[src/dbq_pkg.sv]
`timescale 1ns / 1ps
// dbq_pkg: constants, tables, types and the scale function of the dct block quantizer
// no dependencies; used by every module of the block but dbq_ram through scoped names

package dbq_pkg;

    localparam int BLOCK_ELEMENTS = 64;
    localparam int POS_W          = $clog2(BLOCK_ELEMENTS);
    localparam int COEF_W         = 16;
    localparam int QUAL_W         = 7;
    localparam int BASE_W         = 7;
    localparam int SCALE_W        = 13;
    localparam int STEP_W         = 13;
    localparam int PROD_W         = BASE_W + SCALE_W;
    localparam int RECIP_W        = 21;
    localparam int RECIP_SHIFT    = 27;
    localparam int APB_DATA_W     = 32;
    localparam int APB_ADDR_W     = 3;

    // floor(x / 100) == (x * RECIP_100) >> RECIP_SHIFT for every x below 2**PROD_W
    localparam logic [RECIP_W-1:0] RECIP_100 = RECIP_W'(((64'd1 << RECIP_SHIFT) + 64'd99) / 64'd100);

    localparam int DIV_BITS   = 2;
    localparam int DIV_STAGES = COEF_W / DIV_BITS;

    localparam int OUT_DEPTH = 16;
    localparam int OUT_PTR_W = $clog2(OUT_DEPTH);
    localparam int OUT_CNT_W = $clog2(OUT_DEPTH + 1);

    localparam logic [QUAL_W-1:0]  QUAL_RESET     = 7'd1;
    localparam logic [QUAL_W-1:0]  QUAL_MID       = 7'd50;
    localparam logic [QUAL_W-1:0]  QUAL_MAX       = 7'd100;
    localparam logic [7:0]         SCALE_HIGH_TOP = 8'd200;
    localparam logic [STEP_W-1:0]  STEP_MIN       = 13'd1;

    localparam logic DIR_QUANTIZE   = 1'b0;
    localparam logic DIR_DEQUANTIZE = 1'b1;

    typedef enum logic {
        REG_QUALITY   = 1'b0,
        REG_DIRECTION = 1'b1
    } reg_idx_t;

    // luminance base table, row-major
    localparam logic [BASE_W-1:0] BASE_TABLE [0:BLOCK_ELEMENTS-1] = '{
        7'd16,  7'd11,  7'd10,  7'd16,  7'd24,  7'd40,  7'd51,  7'd61,
        7'd12,  7'd12,  7'd14,  7'd19,  7'd26,  7'd58,  7'd60,  7'd55,
        7'd14,  7'd13,  7'd16,  7'd24,  7'd40,  7'd57,  7'd69,  7'd56,
        7'd14,  7'd17,  7'd22,  7'd29,  7'd51,  7'd87,  7'd80,  7'd62,
        7'd18,  7'd22,  7'd37,  7'd56,  7'd68,  7'd109, 7'd103, 7'd77,
        7'd24,  7'd35,  7'd55,  7'd64,  7'd81,  7'd104, 7'd113, 7'd92,
        7'd49,  7'd64,  7'd78,  7'd87,  7'd103, 7'd121, 7'd120, 7'd101,
        7'd72,  7'd92,  7'd95,  7'd98,  7'd112, 7'd100, 7'd103, 7'd99
    };

    // 5000 / q for q below 50, quality zero taken as one
    localparam logic [SCALE_W-1:0] SCALE_LOW_LUT [0:QUAL_MID-1] = '{
        13'd5000, 13'd5000, 13'd2500, 13'd1666, 13'd1250, 13'd1000, 13'd833,  13'd714,
        13'd625,  13'd555,  13'd500,  13'd454,  13'd416,  13'd384,  13'd357,  13'd333,
        13'd312,  13'd294,  13'd277,  13'd263,  13'd250,  13'd238,  13'd227,  13'd217,
        13'd208,  13'd200,  13'd192,  13'd185,  13'd178,  13'd172,  13'd166,  13'd161,
        13'd156,  13'd151,  13'd147,  13'd142,  13'd138,  13'd135,  13'd131,  13'd128,
        13'd125,  13'd121,  13'd119,  13'd116,  13'd113,  13'd111,  13'd108,  13'd106,
        13'd104,  13'd102
    };

    localparam logic [SCALE_W-1:0] SCALE_RESET = 13'd5000;

    typedef struct packed {
        logic              we;
        logic [POS_W-1:0]  addr;
        logic [STEP_W-1:0] data;
    } step_wr_t;

    typedef struct packed {
        logic              neg;
        logic              dir;
        logic [COEF_W-1:0] prod;
    } div_side_t;

    typedef struct packed {
        logic [STEP_W-1:0] rem;
        logic [COEF_W-1:0] dq;
        logic [STEP_W-1:0] step;
        div_side_t         side;
    } div_lane_t;

    function automatic logic [SCALE_W-1:0] scale_for(input logic [QUAL_W-1:0] q);
        logic [SCALE_W-1:0] s;
        if (q >= QUAL_MAX) begin
            s = '0;
        end else if (q >= QUAL_MID) begin
            s = {{(SCALE_W-8){1'b0}}, SCALE_HIGH_TOP - {q, 1'b0}};
        end else begin
            s = SCALE_LOW_LUT[q[5:0]];
        end
        return s;
    endfunction

endpackage

[src/dbq_ram.sv]
`timescale 1ns / 1ps
// dbq_ram: generic simple dual-port ram, one write port and one registered read port
// no dependencies

module dbq_ram #(
    parameter int WIDTH = 8,
    parameter int DEPTH = 64
) (
    input  logic                     aclk,
    input  logic                     we,
    input  logic [$clog2(DEPTH)-1:0] waddr,
    input  logic [WIDTH-1:0]         wdata,
    input  logic [$clog2(DEPTH)-1:0] raddr,
    output logic [WIDTH-1:0]         rdata
);

    logic [WIDTH-1:0] mem_reg [0:DEPTH-1];
    logic [WIDTH-1:0] rdata_reg;

    always_ff @(posedge aclk) begin
        if (we) begin
            mem_reg[waddr] <= wdata;
        end
        rdata_reg <= mem_reg[raddr];
    end

    assign rdata = rdata_reg;

endmodule

[src/dbq_step_fill.sv]
`timescale 1ns / 1ps
// dbq_step_fill: sweeps the step table, one entry per cycle, after reset and quality writes
// depends on dbq_pkg (base table, reciprocal of 100, write struct)

module dbq_step_fill (
    input  logic                         aclk,
    input  logic                         aresetn,
    input  logic                         start,
    input  logic [dbq_pkg::SCALE_W-1:0]  scale,
    output logic                         busy,
    output dbq_pkg::step_wr_t            step_wr
);

    logic [dbq_pkg::POS_W:0]                       cnt_reg, cnt_next;
    logic                                          issuing;
    logic                                          va_reg, vb_reg;
    logic [dbq_pkg::POS_W-1:0]                     a_idx_reg, b_idx_reg;
    logic [dbq_pkg::PROD_W-1:0]                    a_prod_reg, a_prod_next;
    logic [dbq_pkg::STEP_W-1:0]                    b_quot_reg, b_quot_next;
    logic [dbq_pkg::PROD_W+dbq_pkg::RECIP_W-1:0]   b_full;

    assign issuing = !cnt_reg[dbq_pkg::POS_W];

    always_comb begin
        if (start) begin
            cnt_next = '0;
        end else if (issuing) begin
            cnt_next = cnt_reg + 1'b1;
        end else begin
            cnt_next = cnt_reg;
        end
    end

    // base * scale, then divide by 100 through the reciprocal
    always_comb begin
        a_prod_next = {{(dbq_pkg::PROD_W-dbq_pkg::BASE_W){1'b0}},
                       dbq_pkg::BASE_TABLE[cnt_reg[dbq_pkg::POS_W-1:0]]}
                    * {{(dbq_pkg::PROD_W-dbq_pkg::SCALE_W){1'b0}}, scale};
        b_full      = {{dbq_pkg::RECIP_W{1'b0}}, a_prod_reg}
                    * {{dbq_pkg::PROD_W{1'b0}}, dbq_pkg::RECIP_100};
        b_quot_next = b_full[dbq_pkg::RECIP_SHIFT +: dbq_pkg::STEP_W];
    end

    always_ff @(posedge aclk) begin
        if (!aresetn) begin
            cnt_reg <= '0;
            va_reg  <= 1'b0;
            vb_reg  <= 1'b0;
        end else begin
            cnt_reg <= cnt_next;
            va_reg  <= issuing;
            vb_reg  <= va_reg;
        end
    end

    always_ff @(posedge aclk) begin
        a_idx_reg  <= cnt_reg[dbq_pkg::POS_W-1:0];
        a_prod_reg <= a_prod_next;
        b_idx_reg  <= a_idx_reg;
        b_quot_reg <= b_quot_next;
    end

    always_comb begin
        step_wr.we   = vb_reg;
        step_wr.addr = b_idx_reg;
        step_wr.data = (b_quot_reg == '0) ? dbq_pkg::STEP_MIN : b_quot_reg;
    end

    assign busy = issuing || va_reg || vb_reg;

endmodule

[src/dbq_div.sv]
`timescale 1ns / 1ps
// dbq_div: pipelined restoring divider, two quotient bits per stage, carries item sideband
// depends on dbq_pkg (lane struct, stage counts)

module dbq_div (
    input  logic               aclk,
    input  logic               aresetn,
    input  logic               in_valid,
    input  dbq_pkg::div_lane_t in_lane,
    output logic               out_valid,
    output dbq_pkg::div_lane_t out_lane
);

    dbq_pkg::div_lane_t              lane_reg  [0:dbq_pkg::DIV_STAGES-1];
    dbq_pkg::div_lane_t              lane_next [0:dbq_pkg::DIV_STAGES-1];
    logic [dbq_pkg::DIV_STAGES-1:0]  vld_reg, vld_next;

    function automatic dbq_pkg::div_lane_t div_step(input dbq_pkg::div_lane_t a);
        dbq_pkg::div_lane_t       r;
        logic [dbq_pkg::STEP_W:0] trial;
        r = a;
        for (int b = 0; b < dbq_pkg::DIV_BITS; b++) begin
            trial = {r.rem, r.dq[dbq_pkg::COEF_W-1]};
            r.dq  = {r.dq[dbq_pkg::COEF_W-2:0], 1'b0};
            if (trial >= {1'b0, r.step}) begin
                trial   = trial - {1'b0, r.step};
                r.dq[0] = 1'b1;
            end
            r.rem = trial[dbq_pkg::STEP_W-1:0];
        end
        return r;
    endfunction

    always_comb begin
        lane_next[0] = div_step(in_lane);
        for (int s = 1; s < dbq_pkg::DIV_STAGES; s++) begin
            lane_next[s] = div_step(lane_reg[s-1]);
        end
        vld_next = {vld_reg[dbq_pkg::DIV_STAGES-2:0], in_valid};
    end

    always_ff @(posedge aclk) begin
        if (!aresetn) begin
            vld_reg <= '0;
        end else begin
            vld_reg <= vld_next;
        end
    end

    always_ff @(posedge aclk) begin
        for (int s = 0; s < dbq_pkg::DIV_STAGES; s++) begin
            lane_reg[s] <= lane_next[s];
        end
    end

    assign out_valid = vld_reg[dbq_pkg::DIV_STAGES-1];
    assign out_lane  = lane_reg[dbq_pkg::DIV_STAGES-1];

endmodule

[src/dct_block_quantizer_top.sv]
`timescale 1ns / 1ps
// dct_block_quantizer_top: quality-scaled quantizer / dequantizer for 8x8 dct coefficients
// depends on dbq_pkg, dbq_ram, dbq_step_fill, dbq_div
//
// Usage:
// Input items (s_coefficient, s_position) enter on a valid/ready channel; each gives one
// result item (m_value) on the m_ channel, in order. quality and direction are set over
// the apb port (quality at 0x0, direction at 0x4) while no items are in flight.
// The 64 step sizes live in a synchronous ram that is refilled, one entry per cycle,
// after reset and after each quality write; s_ready stays low meanwhile.
// From accept to m_valid an item passes the ram read at the accept edge, eight
// divider stages of two quotient bits each (the dequantize product forms ahead of the
// first) and one output queue write. Dequantize results take the same path, so order is kept.
// Throughput is one item per cycle while s_ready is high, set by the pipelined divider.
// Results wait in a 16-item output queue; a credit count covers the queue and the
// pipeline, so a stalled receiver only drops s_ready once 16 items are outstanding.
// Reset is synchronous and active low: quality 1, direction quantize, queue empty.

module dct_block_quantizer_top (
    input  logic                               aclk,
    input  logic                               aresetn,
    input  logic                               s_valid,
    output logic                               s_ready,
    input  logic signed [dbq_pkg::COEF_W-1:0]  s_coefficient,
    input  logic        [dbq_pkg::POS_W-1:0]   s_position,
    output logic                               m_valid,
    input  logic                               m_ready,
    output logic signed [dbq_pkg::COEF_W-1:0]  m_value,
    input  logic                               psel,
    input  logic                               penable,
    input  logic                               pwrite,
    input  logic [dbq_pkg::APB_ADDR_W-1:0]     paddr,
    input  logic [dbq_pkg::APB_DATA_W-1:0]     pwdata,
    output logic [dbq_pkg::APB_DATA_W-1:0]     prdata,
    output logic                               pready
);

    // configuration
    dbq_pkg::reg_idx_t                 reg_idx;
    logic                              cfg_wr, quality_wr;
    logic [dbq_pkg::QUAL_W-1:0]        quality_reg, quality_next;
    logic                              direction_reg, direction_next;
    logic [dbq_pkg::SCALE_W-1:0]       scale_reg, scale_next;

    // step table
    logic                              fill_busy;
    dbq_pkg::step_wr_t                 step_wr;
    logic [dbq_pkg::STEP_W-1:0]        step_rdata;

    // input stage
    logic                              s_accept;
    logic                              in_vld_reg;
    logic [dbq_pkg::COEF_W-1:0]        in_mag_reg, in_mag_next;
    logic                              in_neg_reg, in_dir_reg;

    // divider
    dbq_pkg::div_lane_t                div_in, div_out;
    logic                              div_out_valid;
    logic [dbq_pkg::COEF_W+dbq_pkg::STEP_W-1:0] prod_full;
    logic [dbq_pkg::COEF_W-1:0]        res_mag, res_value;

    // output queue
    logic [dbq_pkg::COEF_W-1:0]        fifo_mem_reg [0:dbq_pkg::OUT_DEPTH-1];
    logic [dbq_pkg::OUT_PTR_W-1:0]     wr_ptr_reg, wr_ptr_next, rd_ptr_reg, rd_ptr_next;
    logic [dbq_pkg::OUT_CNT_W-1:0]     fifo_cnt_reg, fifo_cnt_next;
    logic [dbq_pkg::OUT_CNT_W-1:0]     out_cnt_reg, out_cnt_next;
    logic                              m_pop;

    // apb port
    assign pready     = 1'b1;
    assign reg_idx    = dbq_pkg::reg_idx_t'(paddr[2]);
    assign cfg_wr     = psel && penable && pwrite && pready;
    assign quality_wr = cfg_wr && (reg_idx == dbq_pkg::REG_QUALITY);

    always_comb begin
        quality_next   = quality_reg;
        direction_next = direction_reg;
        scale_next     = scale_reg;
        if (cfg_wr) begin
            case (reg_idx)
                dbq_pkg::REG_QUALITY: begin
                    quality_next = pwdata[dbq_pkg::QUAL_W-1:0];
                    scale_next   = dbq_pkg::scale_for(pwdata[dbq_pkg::QUAL_W-1:0]);
                end
                dbq_pkg::REG_DIRECTION: begin
                    direction_next = pwdata[0];
                end
                default: begin
                    quality_next = quality_reg;
                end
            endcase
        end
    end

    always_comb begin
        case (reg_idx)
            dbq_pkg::REG_QUALITY: begin
                prdata = {{(dbq_pkg::APB_DATA_W-dbq_pkg::QUAL_W){1'b0}}, quality_reg};
            end
            dbq_pkg::REG_DIRECTION: begin
                prdata = {{(dbq_pkg::APB_DATA_W-1){1'b0}}, direction_reg};
            end
            default: begin
                prdata = '0;
            end
        endcase
    end

    always_ff @(posedge aclk) begin
        if (!aresetn) begin
            quality_reg   <= dbq_pkg::QUAL_RESET;
            direction_reg <= dbq_pkg::DIR_QUANTIZE;
            scale_reg     <= dbq_pkg::SCALE_RESET;
        end else begin
            quality_reg   <= quality_next;
            direction_reg <= direction_next;
            scale_reg     <= scale_next;
        end
    end

    // step table fill and storage
    dbq_step_fill u_fill (
        .aclk    (aclk),
        .aresetn (aresetn),
        .start   (quality_wr),
        .scale   (scale_reg),
        .busy    (fill_busy),
        .step_wr (step_wr)
    );

    dbq_ram #(
        .WIDTH (dbq_pkg::STEP_W),
        .DEPTH (dbq_pkg::BLOCK_ELEMENTS)
    ) u_step_ram (
        .aclk  (aclk),
        .we    (step_wr.we),
        .waddr (step_wr.addr),
        .wdata (step_wr.data),
        .raddr (s_position),
        .rdata (step_rdata)
    );

    // input stage: ram read runs in parallel with magnitude capture
    assign s_ready  = !fill_busy && (out_cnt_reg != dbq_pkg::OUT_CNT_W'(dbq_pkg::OUT_DEPTH));
    assign s_accept = s_valid && s_ready;

    assign in_mag_next = s_coefficient[dbq_pkg::COEF_W-1] ? (~s_coefficient + 1'b1)
                                                           : s_coefficient;

    always_ff @(posedge aclk) begin
        if (!aresetn) begin
            in_vld_reg <= 1'b0;
        end else begin
            in_vld_reg <= s_accept;
        end
    end

    always_ff @(posedge aclk) begin
        in_mag_reg <= in_mag_next;
        in_neg_reg <= s_coefficient[dbq_pkg::COEF_W-1];
        in_dir_reg <= direction_reg;
    end

    // dequantize product, wrapped to the field width
    assign prod_full = {{dbq_pkg::STEP_W{1'b0}}, in_mag_reg}
                     * {{dbq_pkg::COEF_W{1'b0}}, step_rdata};

    always_comb begin
        div_in.rem       = '0;
        div_in.dq        = in_mag_reg;
        div_in.step      = step_rdata;
        div_in.side.neg  = in_neg_reg;
        div_in.side.dir  = in_dir_reg;
        div_in.side.prod = prod_full[dbq_pkg::COEF_W-1:0];
    end

    dbq_div u_div (
        .aclk      (aclk),
        .aresetn   (aresetn),
        .in_valid  (in_vld_reg),
        .in_lane   (div_in),
        .out_valid (div_out_valid),
        .out_lane  (div_out)
    );

    always_comb begin
        res_mag   = (div_out.side.dir == dbq_pkg::DIR_DEQUANTIZE) ? div_out.side.prod
                                                                   : div_out.dq;
        res_value = div_out.side.neg ? (~res_mag + 1'b1) : res_mag;
    end

    // output queue and credit count
    assign m_valid = (fifo_cnt_reg != '0);
    assign m_value = $signed(fifo_mem_reg[rd_ptr_reg]);
    assign m_pop   = m_valid && m_ready;

    always_comb begin
        wr_ptr_next   = div_out_valid ? wr_ptr_reg + 1'b1 : wr_ptr_reg;
        rd_ptr_next   = m_pop ? rd_ptr_reg + 1'b1 : rd_ptr_reg;
        fifo_cnt_next = fifo_cnt_reg + {{(dbq_pkg::OUT_CNT_W-1){1'b0}}, div_out_valid}
                                     - {{(dbq_pkg::OUT_CNT_W-1){1'b0}}, m_pop};
        out_cnt_next  = out_cnt_reg + {{(dbq_pkg::OUT_CNT_W-1){1'b0}}, s_accept}
                                    - {{(dbq_pkg::OUT_CNT_W-1){1'b0}}, m_pop};
    end

    always_ff @(posedge aclk) begin
        if (!aresetn) begin
            wr_ptr_reg   <= '0;
            rd_ptr_reg   <= '0;
            fifo_cnt_reg <= '0;
            out_cnt_reg  <= '0;
        end else begin
            wr_ptr_reg   <= wr_ptr_next;
            rd_ptr_reg   <= rd_ptr_next;
            fifo_cnt_reg <= fifo_cnt_next;
            out_cnt_reg  <= out_cnt_next;
        end
    end

    always_ff @(posedge aclk) begin
        if (div_out_valid) begin
            fifo_mem_reg[wr_ptr_reg] <= res_value;
        end
    end

    // credit count never exceeds the queue depth
    a_credit_bound: assert property (@(posedge aclk) disable iff (!aresetn)
        out_cnt_reg <= dbq_pkg::OUT_CNT_W'(dbq_pkg::OUT_DEPTH))
        else $error("outstanding item count above queue depth");

    // queued items are a subset of outstanding items
    a_queue_in_credit: assert property (@(posedge aclk) disable iff (!aresetn)
        fifo_cnt_reg <= out_cnt_reg)
        else $error("output queue holds more items than are outstanding");

    // divider never delivers into a full queue
    a_no_overflow: assert property (@(posedge aclk) disable iff (!aresetn)
        div_out_valid |-> (fifo_cnt_reg != dbq_pkg::OUT_CNT_W'(dbq_pkg::OUT_DEPTH)))
        else $error("item written into full output queue");

    // a quality write closes the input while the step table refills
    a_fill_interlock: assert property (@(posedge aclk) disable iff (!aresetn)
        quality_wr |=> !s_ready)
        else $error("input open during step table refill");

endmodule
[config.mk]
export PLATFORM = sky130hd
export DESIGN_NAME = dct_block_quantizer_top
export DESIGN_NICKNAME = d
export VERILOG_FILES = /design/src/dbq_pkg.sv /design/src/dbq_ram.sv /design/src/dbq_step_fill.sv /design/src/dbq_div.sv /design/src/dct_block_quantizer_top.sv
export SDC_FILE = /design/constraint.sdc
export NUM_CORES = 2
export LEC_CHECK = 0
export ABC_AREA = 1
export ABC_CLOCK_PERIOD_IN_PS = 5100
export BUFFER_PORTS_ARGS = -buffer_cell sky130_fd_sc_hd__buf_2
export CORE_MARGIN = 5
export CORE_UTILIZATION = 60
export CTS_BUF_LIST = sky130_fd_sc_hd__clkbuf_8
export DETAILED_ROUTE_END_ITERATION = 6
export GPL_TIMING_DRIVEN = 0
export HOLD_SLACK_MARGIN = 0.1
export PLACE_DENSITY_LB_ADDON = 0.3
export SETUP_SLACK_MARGIN = 0.3
export SLEW_MARGIN = 40
export SYNTH_ARGS = -nofsm -noshare
export SYNTH_HDL_FRONTEND = slang
export SYNTH_HIERARCHICAL = 1
export SYNTH_SLANG_ARGS = --single-unit
export TNS_END_PERCENT = 30
[constraint.sdc]
create_clock -name aclk -period 5.1 [get_ports aclk]
set_input_delay 0.51 -clock aclk [delete_from_list [all_inputs] [get_ports aclk]]
set_output_delay 0.51 -clock aclk [all_outputs]
set_load 0.1 [all_outputs]
After elaboration in Yosys (flattened, before gate mapping) --
Memories as Yosys holds them, arrays and structs flattened. A register that Yosys moved wholly into a read port is not among the register bits. Index checks and enable logic that the tools add are counted.
Word-level totals: bits in registers 120, RAM bits 1568, memory bits (read-only) 1280, bits of input ports 64, output and inout bits 51, logic and storage cells 147, memories kept 5
Memory list:
- (name not given) | words 64, width 13, rd ports 1, clocked after memory_dff 0, write ports 0, line dbq_pkg.sv:95 | s = SCALE_LOW_LUT[q[5:0]];
- u_step_ram.mem_reg | words 64, width 13, rd ports 1, clocked after memory_dff 1, write ports 1, line dbq_ram.sv:17 | logic [WIDTH-1:0] mem_reg [0:DEPTH-1];
- u_div.lane_reg | words 8, width 60, rd ports 8, clocked after memory_dff 0, write ports 8, line dbq_div.sv:14 | dbq_pkg::div_lane_t lane_reg [0:dbq_pkg::DIV_STAGES-1];
- (name not given) | words 64, width 7, rd ports 1, clocked after memory_dff 0, write ports 0, line dbq_step_fill.sv:37 | dbq_pkg::BASE_TABLE[cnt_reg[dbq_pkg::POS_W-1:0]]}
- fifo_mem_reg | words 16, width 16, rd ports 1, clocked after memory_dff 1, write ports 1, line dct_block_quantizer_top.sv:63 | logic [dbq_pkg::COEF_W-1:0] fifo_mem_reg [0:dbq_pkg::OUT_DEPTH-1];
Operators by class: add/sub/neg operators 26, $mul 3, $lt $le $gt $ge 20, equal/unequal tests 1, muxes and demuxes 50, bitwise operators 6, reduce and logical (&&, ||, !) cells 15
Operators with widths (number):
- two-way mux 13 bit | 21
- >= comparator 14 x 13 -> 1 bit | 15
- subtractor 13 bit | 15
- case mux 32 bit (2 select lines) | 1
- multiplier 20 x 20 -> 39 bit (second input constant) | 1
- adder 16 x 1 -> 16 bit (second input constant) | 2
- two-way mux 16 bit | 2
- inverter 16 bit | 2
- >= comparator 7 bit (second input constant) | 3
- two-way mux 7 bit | 3
- multiplier 7 x 13 -> 20 bit | 1
- two-way mux 1 bit | 20
- multiplier 16 x 13 -> 16 bit | 1
- two-way mux 15 bit | 1
- inverter 6 -> 7 bit | 2
- >= comparator 1 x 13 -> 1 bit | 1
- zero test 13 bit | 1
- subtractor 1 x 13 -> 13 bit | 1
- adder 5 x 1 -> 5 bit | 2
- subtractor 5 x 1 -> 5 bit | 2
- adder 4 x 1 -> 4 bit (second input constant) | 2
- two-way mux 4 bit | 2
- subtractor 8 bit (first input constant) | 1
- adder 7 x 1 -> 7 bit (second input constant) | 1
- other kinds (9) | 18

Longest topological paths before layout --
depth in word-level cells 8, depth in mapped cells 29

Cells and area by module --
The synthesis kept the hierarchy.
Modules (own cells, without submodules):
- dbq_ram | instances 1, cells each 2874, area an instance 34021.4 um^2, sequential area each 25244.2 um^2
- dbq_div | instances 1, cells each 3215, area an instance 24438.4 um^2, sequential area each 9769.4 um^2
- dct_block_quantizer_top | instances 1, cells each 1892, area an instance 18433.9 um^2, sequential area each 8928.6 um^2
- dbq_step_fill | instances 1, cells each 1600, area an instance 13012.5 um^2, sequential area each 1081.0 um^2

Least setup slack after synthesis --
Ideal clock, no wire load.
path kind flip-flop to flip-flop, start point reg u_fill/cnt_reg[1] (netlist name), end point reg u_fill/a_prod_reg[17] (netlist name), arrival time 4.879 ns, required time 4.981 ns, path slack 0.102 ns, stages on the path, launching flop included 25, path buffers 0, cells stage by stage dfxtp_1 inv_1 ha_1 nand2_1 inv_1 o21ai_1 o21ai_1 a22oi_2 nand2_2 inv_2 nand2_1 fa_1 fa_1 inv_1 fa_1 inv_1 fa_1 inv_1 ha_1 a21o_1 a21oi_1 nor2_1 nor3_1 nand2_1 xor2_1
On the way: word-level cells in the longest chain between the ends 5
Ends and longest elaborated chain:
- start, declared | line dbq_step_fill.sv:14 | logic [dbq_pkg::POS_W:0] cnt_reg, cnt_next;
- start signal, assigned | line dbq_step_fill.sv:50 | cnt_reg <= cnt_next;
- inverter 6 -> 7 bit (implied by the code) | line dbq_step_fill.sv:37
- memory read (64 x 7 bit)
- two-way mux 7 bit (implied by the code) (2 in a row) | line dbq_step_fill.sv:37
- multiplier 7 x 13 -> 20 bit | line dbq_step_fill.sv:38 | * {{(dbq_pkg::PROD_W-dbq_pkg::SCALE_W){1'b0}}, scale};
- via u_fill.a_prod_next, one bit | line dbq_step_fill.sv:18 | logic [dbq_pkg::PROD_W-1:0] a_prod_reg, a_prod_next;
- end signal, assigned | line dbq_step_fill.sv:58 | a_prod_reg <= a_prod_next;
- end, declared | line dbq_step_fill.sv:18
The timed path passes the listed nets, and every way through them passes these cells. The select of a mux whose other input is x is not followed. A chain may end at the register's enable or synchronous reset.

Worst setup path after layout --
start point reg u_fill/a_prod_reg[10] (netlist name), end point reg u_fill/b_quot_reg[0] (netlist name)
On the way: word-level cells in the longest chain between the ends 1
Ends and longest elaborated chain:
- multiplier 20 x 20 -> 39 bit | line dbq_step_fill.sv:40 | * {{dbq_pkg::PROD_W{1'b0}}, dbq_pkg::RECIP_100};
- via u_fill.b_full, one bit | line dbq_step_fill.sv:20 | logic [dbq_pkg::PROD_W+dbq_pkg::RECIP_W-1:0] b_full;
- end signal, assigned | line dbq_step_fill.sv:60 | b_quot_reg <= b_quot_next;
- end, declared | line dbq_step_fill.sv:19 | logic [dbq_pkg::STEP_W-1:0] b_quot_reg, b_quot_next;
The timed path passes the listed nets, and every way through them passes these cells.

==> flow_summary.toml <==
[outcome]
status = "finished, violations left"
violations = "DRC, setup timing"

[floorplan]
core_mm2 = 0.147
num_rows = 141
pin_count = 115
die_area_mm2 = 0.156
start_util_pct = 60.2
dieWidth_um = 394
die_y_um = 394

[critical_path]
cp-endpoint = "u_fill/b_quot_reg[0]$_DFF_P_"
worstRegToRegCells = 19
cp.required_ns = 5.93
r2r-start = "u_fill/a_prod_reg[10]$_DFF_P_"
worstSetupPathType = "register to register"
setup.reg_to_reg.worst_slack_ns = -0.14
startpoint_type = "register"
cp-end-kind = "register"
crit_start = "u_fill/a_prod_reg[10]$_DFF_P_"
cp_max_fo = 7
critPathArrivalTime_ns = 6.07
worstReg2RegEnd = "u_fill/b_quot_reg[0]$_DFF_P_"

[placed_design]
pre_cts_ws_ns = -0.570
port-buffer-count = 55
gp_congestion = 0.958
dp_hpwl_um = 179000

[global_routing]
grt-ovfl-total = 0
antenna_found_initial = 5
grt_pass1_wl_um = 378000
grt_usage_pct = 31.0
grt_max_degree = 49
grt_pass1_vias = 68308

[cells_and_area]
largest_reg_flops = 832
final_nets = 10894
areaGrowthSynthToFinish_pct = 13.6
layout-drive-gt1-share_pct = 13.1

[logic_synthesis]
syn-cell-area_mm2 = 0.0887
yosysWarnings = 6
synthCells = 9425
synth_area_per_cell_um2 = 9.41

[sta]
final-max-slew-violation-count = 0
post-route-period-util_pct = 103
final-hold-violation-count = 0
setup_ws_ns = -0.145
finalSetupTns_ns = -0.761
rsz0062_at_grt = "true"
hold_ws_ns = 0.204
fin_skew_ns = 0.0844
tightest_slew_ns = 0.927
setup_viol = 12
min_period_ns = 5.24
relSlewSlack_pct = 38.2
max_freq_ghz = 0.191

[clock_tree]
clockRootBuffer = "clkbuf_8"
cts_sinks = 1679
clockBufferDepth = 4
cts_tree = "yes"
clk_pin_slew_ns = 0.07
clk_latency_ns = 1.01
cts_buffers = 284
htree_levels = 5

[route]
ant_nets = 0
avgRoutedWirePerCell_um = 20.5
via_per_inst = 5.68
drc = 1
drt_iter0_drc = 7835
drt_pass1_iterations = 7
vias = 68867
wl_um = 249000

[flow_run]
maxCapViolCount = 0

[worst_hold_path]
hold_class = "primary input to register"
-- cell type report --
class                           count  area (µm²)
Fill cell                       10993       46500
Sequential cell                  1679       44600
Multi-Input combinational cell   6152       39400
Inverter                         1269        4790
Clock buffer                      315        4340
Tap cell                         1930        2410
Buffer                            376        2220
Timing Repair Buffer              232        1940
Clock inverter                    160        1050
Antenna cell                        2        5.00
-- metrics by stage --
step | cell area, µm² | instances | util [%]
2_1_floorplan | 88900 | 9476 | -
3_3_place_gp | 91600 | 11461 | 62.2
3_5_place_dp | 92800 | 11510 | 63.0
4_1_cts | 99800 | 12085 | 67.7
5_1_grt | 101000 | 12115 | 68.4
6_report | 101000 | 12115 | 68.4
-- cells in the final DEF (no fill, tap or decap), types with 43 or more instances in the layout --
| cell type | instances |
|---|---|
| conb_1 | 53 |
| clkbuf_8 | 315 |
| o211ai_1 | 86 |
| inv_2 | 44 |
| nor2_2 | 57 |
| nand2_1 | 2539 |
| clkbuf_1 | 62 |
| nand3_1 | 972 |
| buf_4 | 195 |
| dlygate4sd3_1 | 45 |
| dfxtp_1 | 557 |
| buf_2 | 216 |
| a21oi_1 | 264 |
| nor2_1 | 320 |
| xnor2_1 | 96 |
| a21oi_2 | 43 |
| xor2_1 | 93 |
| o21ai_0 | 221 |
| inv_1 | 1277 |
| mux2i_1 | 66 |
| ha_1 | 496 |
| nor2_4 | 79 |
| nand4_1 | 81 |
| fa_1 | 283 |
| edfxtp_1 | 1088 |
-- worst min path at each step --
stage	start	to	slack [ns]	cells past startpoint
after global placement	u_div/lane_reg[0][62]$_DFF_P_	u_div/lane_reg[0][122]$_DFF_P_	0.31	0
final	s_position[4]	u_step_ram/rdata[7]$_DFF_P_	0.20	4
after floorplan	u_div/lane_reg[0][38]$_DFF_P_	u_div/lane_reg[0][100]$_DFF_P_	0.31	0
after CTS	s_coefficient[15]	in_neg_reg$_DFF_P_	0.12	2
after global routing	s_position[4]	u_step_ram/rdata[2]$_DFF_P_	0.13	4
after detailed placement	u_fill/a_idx_reg[0]$_DFF_P_	u_fill/b_idx_reg[0]$_DFF_P_	0.31	0
-- what timing repair did --
item / 4_1_cts / 5_1_grt
gates cloned: 0 / 0
endpoints found under the setup margin: 33 / 31
hold endpoints to repair: 67 / 0
pin swaps: 96 / 106
buffers inserted: 55 / 25
resized for setup: 211 / 174
hold buffers: 45 / 0
-- worst max-delay path, cell delays in order, from the launching register on --
cell	delay (ns)
dfxtp_4	0.39
ha_1	0.30
inv_1	0.06
fa_1	0.52
fa_2	0.38
fa_1	0.51
inv_1	0.07
fa_1	0.50
fa_1	0.52
inv_1	0.06
fa_1	0.48
inv_1	0.07
ha_4	0.24
a21oi_2	0.15
o21a_1	0.23
buf_4	0.14
nand2_1	0.06
nand2_1	0.08
nand3_2	0.10
xor2_2	0.20
-- per-layer routing --
metal	share of wire [%]	up-vias	track usage (%)	wire, µm
li1	-	31953	-	-
met5	0.012	-	0	29
met1	39	32644	41.8	98200
met4	4.0	4	11.9	10100
met2	46	3583	50.0	115000
met3	10	683	6.37	25500
Power is not shown: default switching activity piles up to over one toggle a cycle in this logic, so the estimate is an artifact.
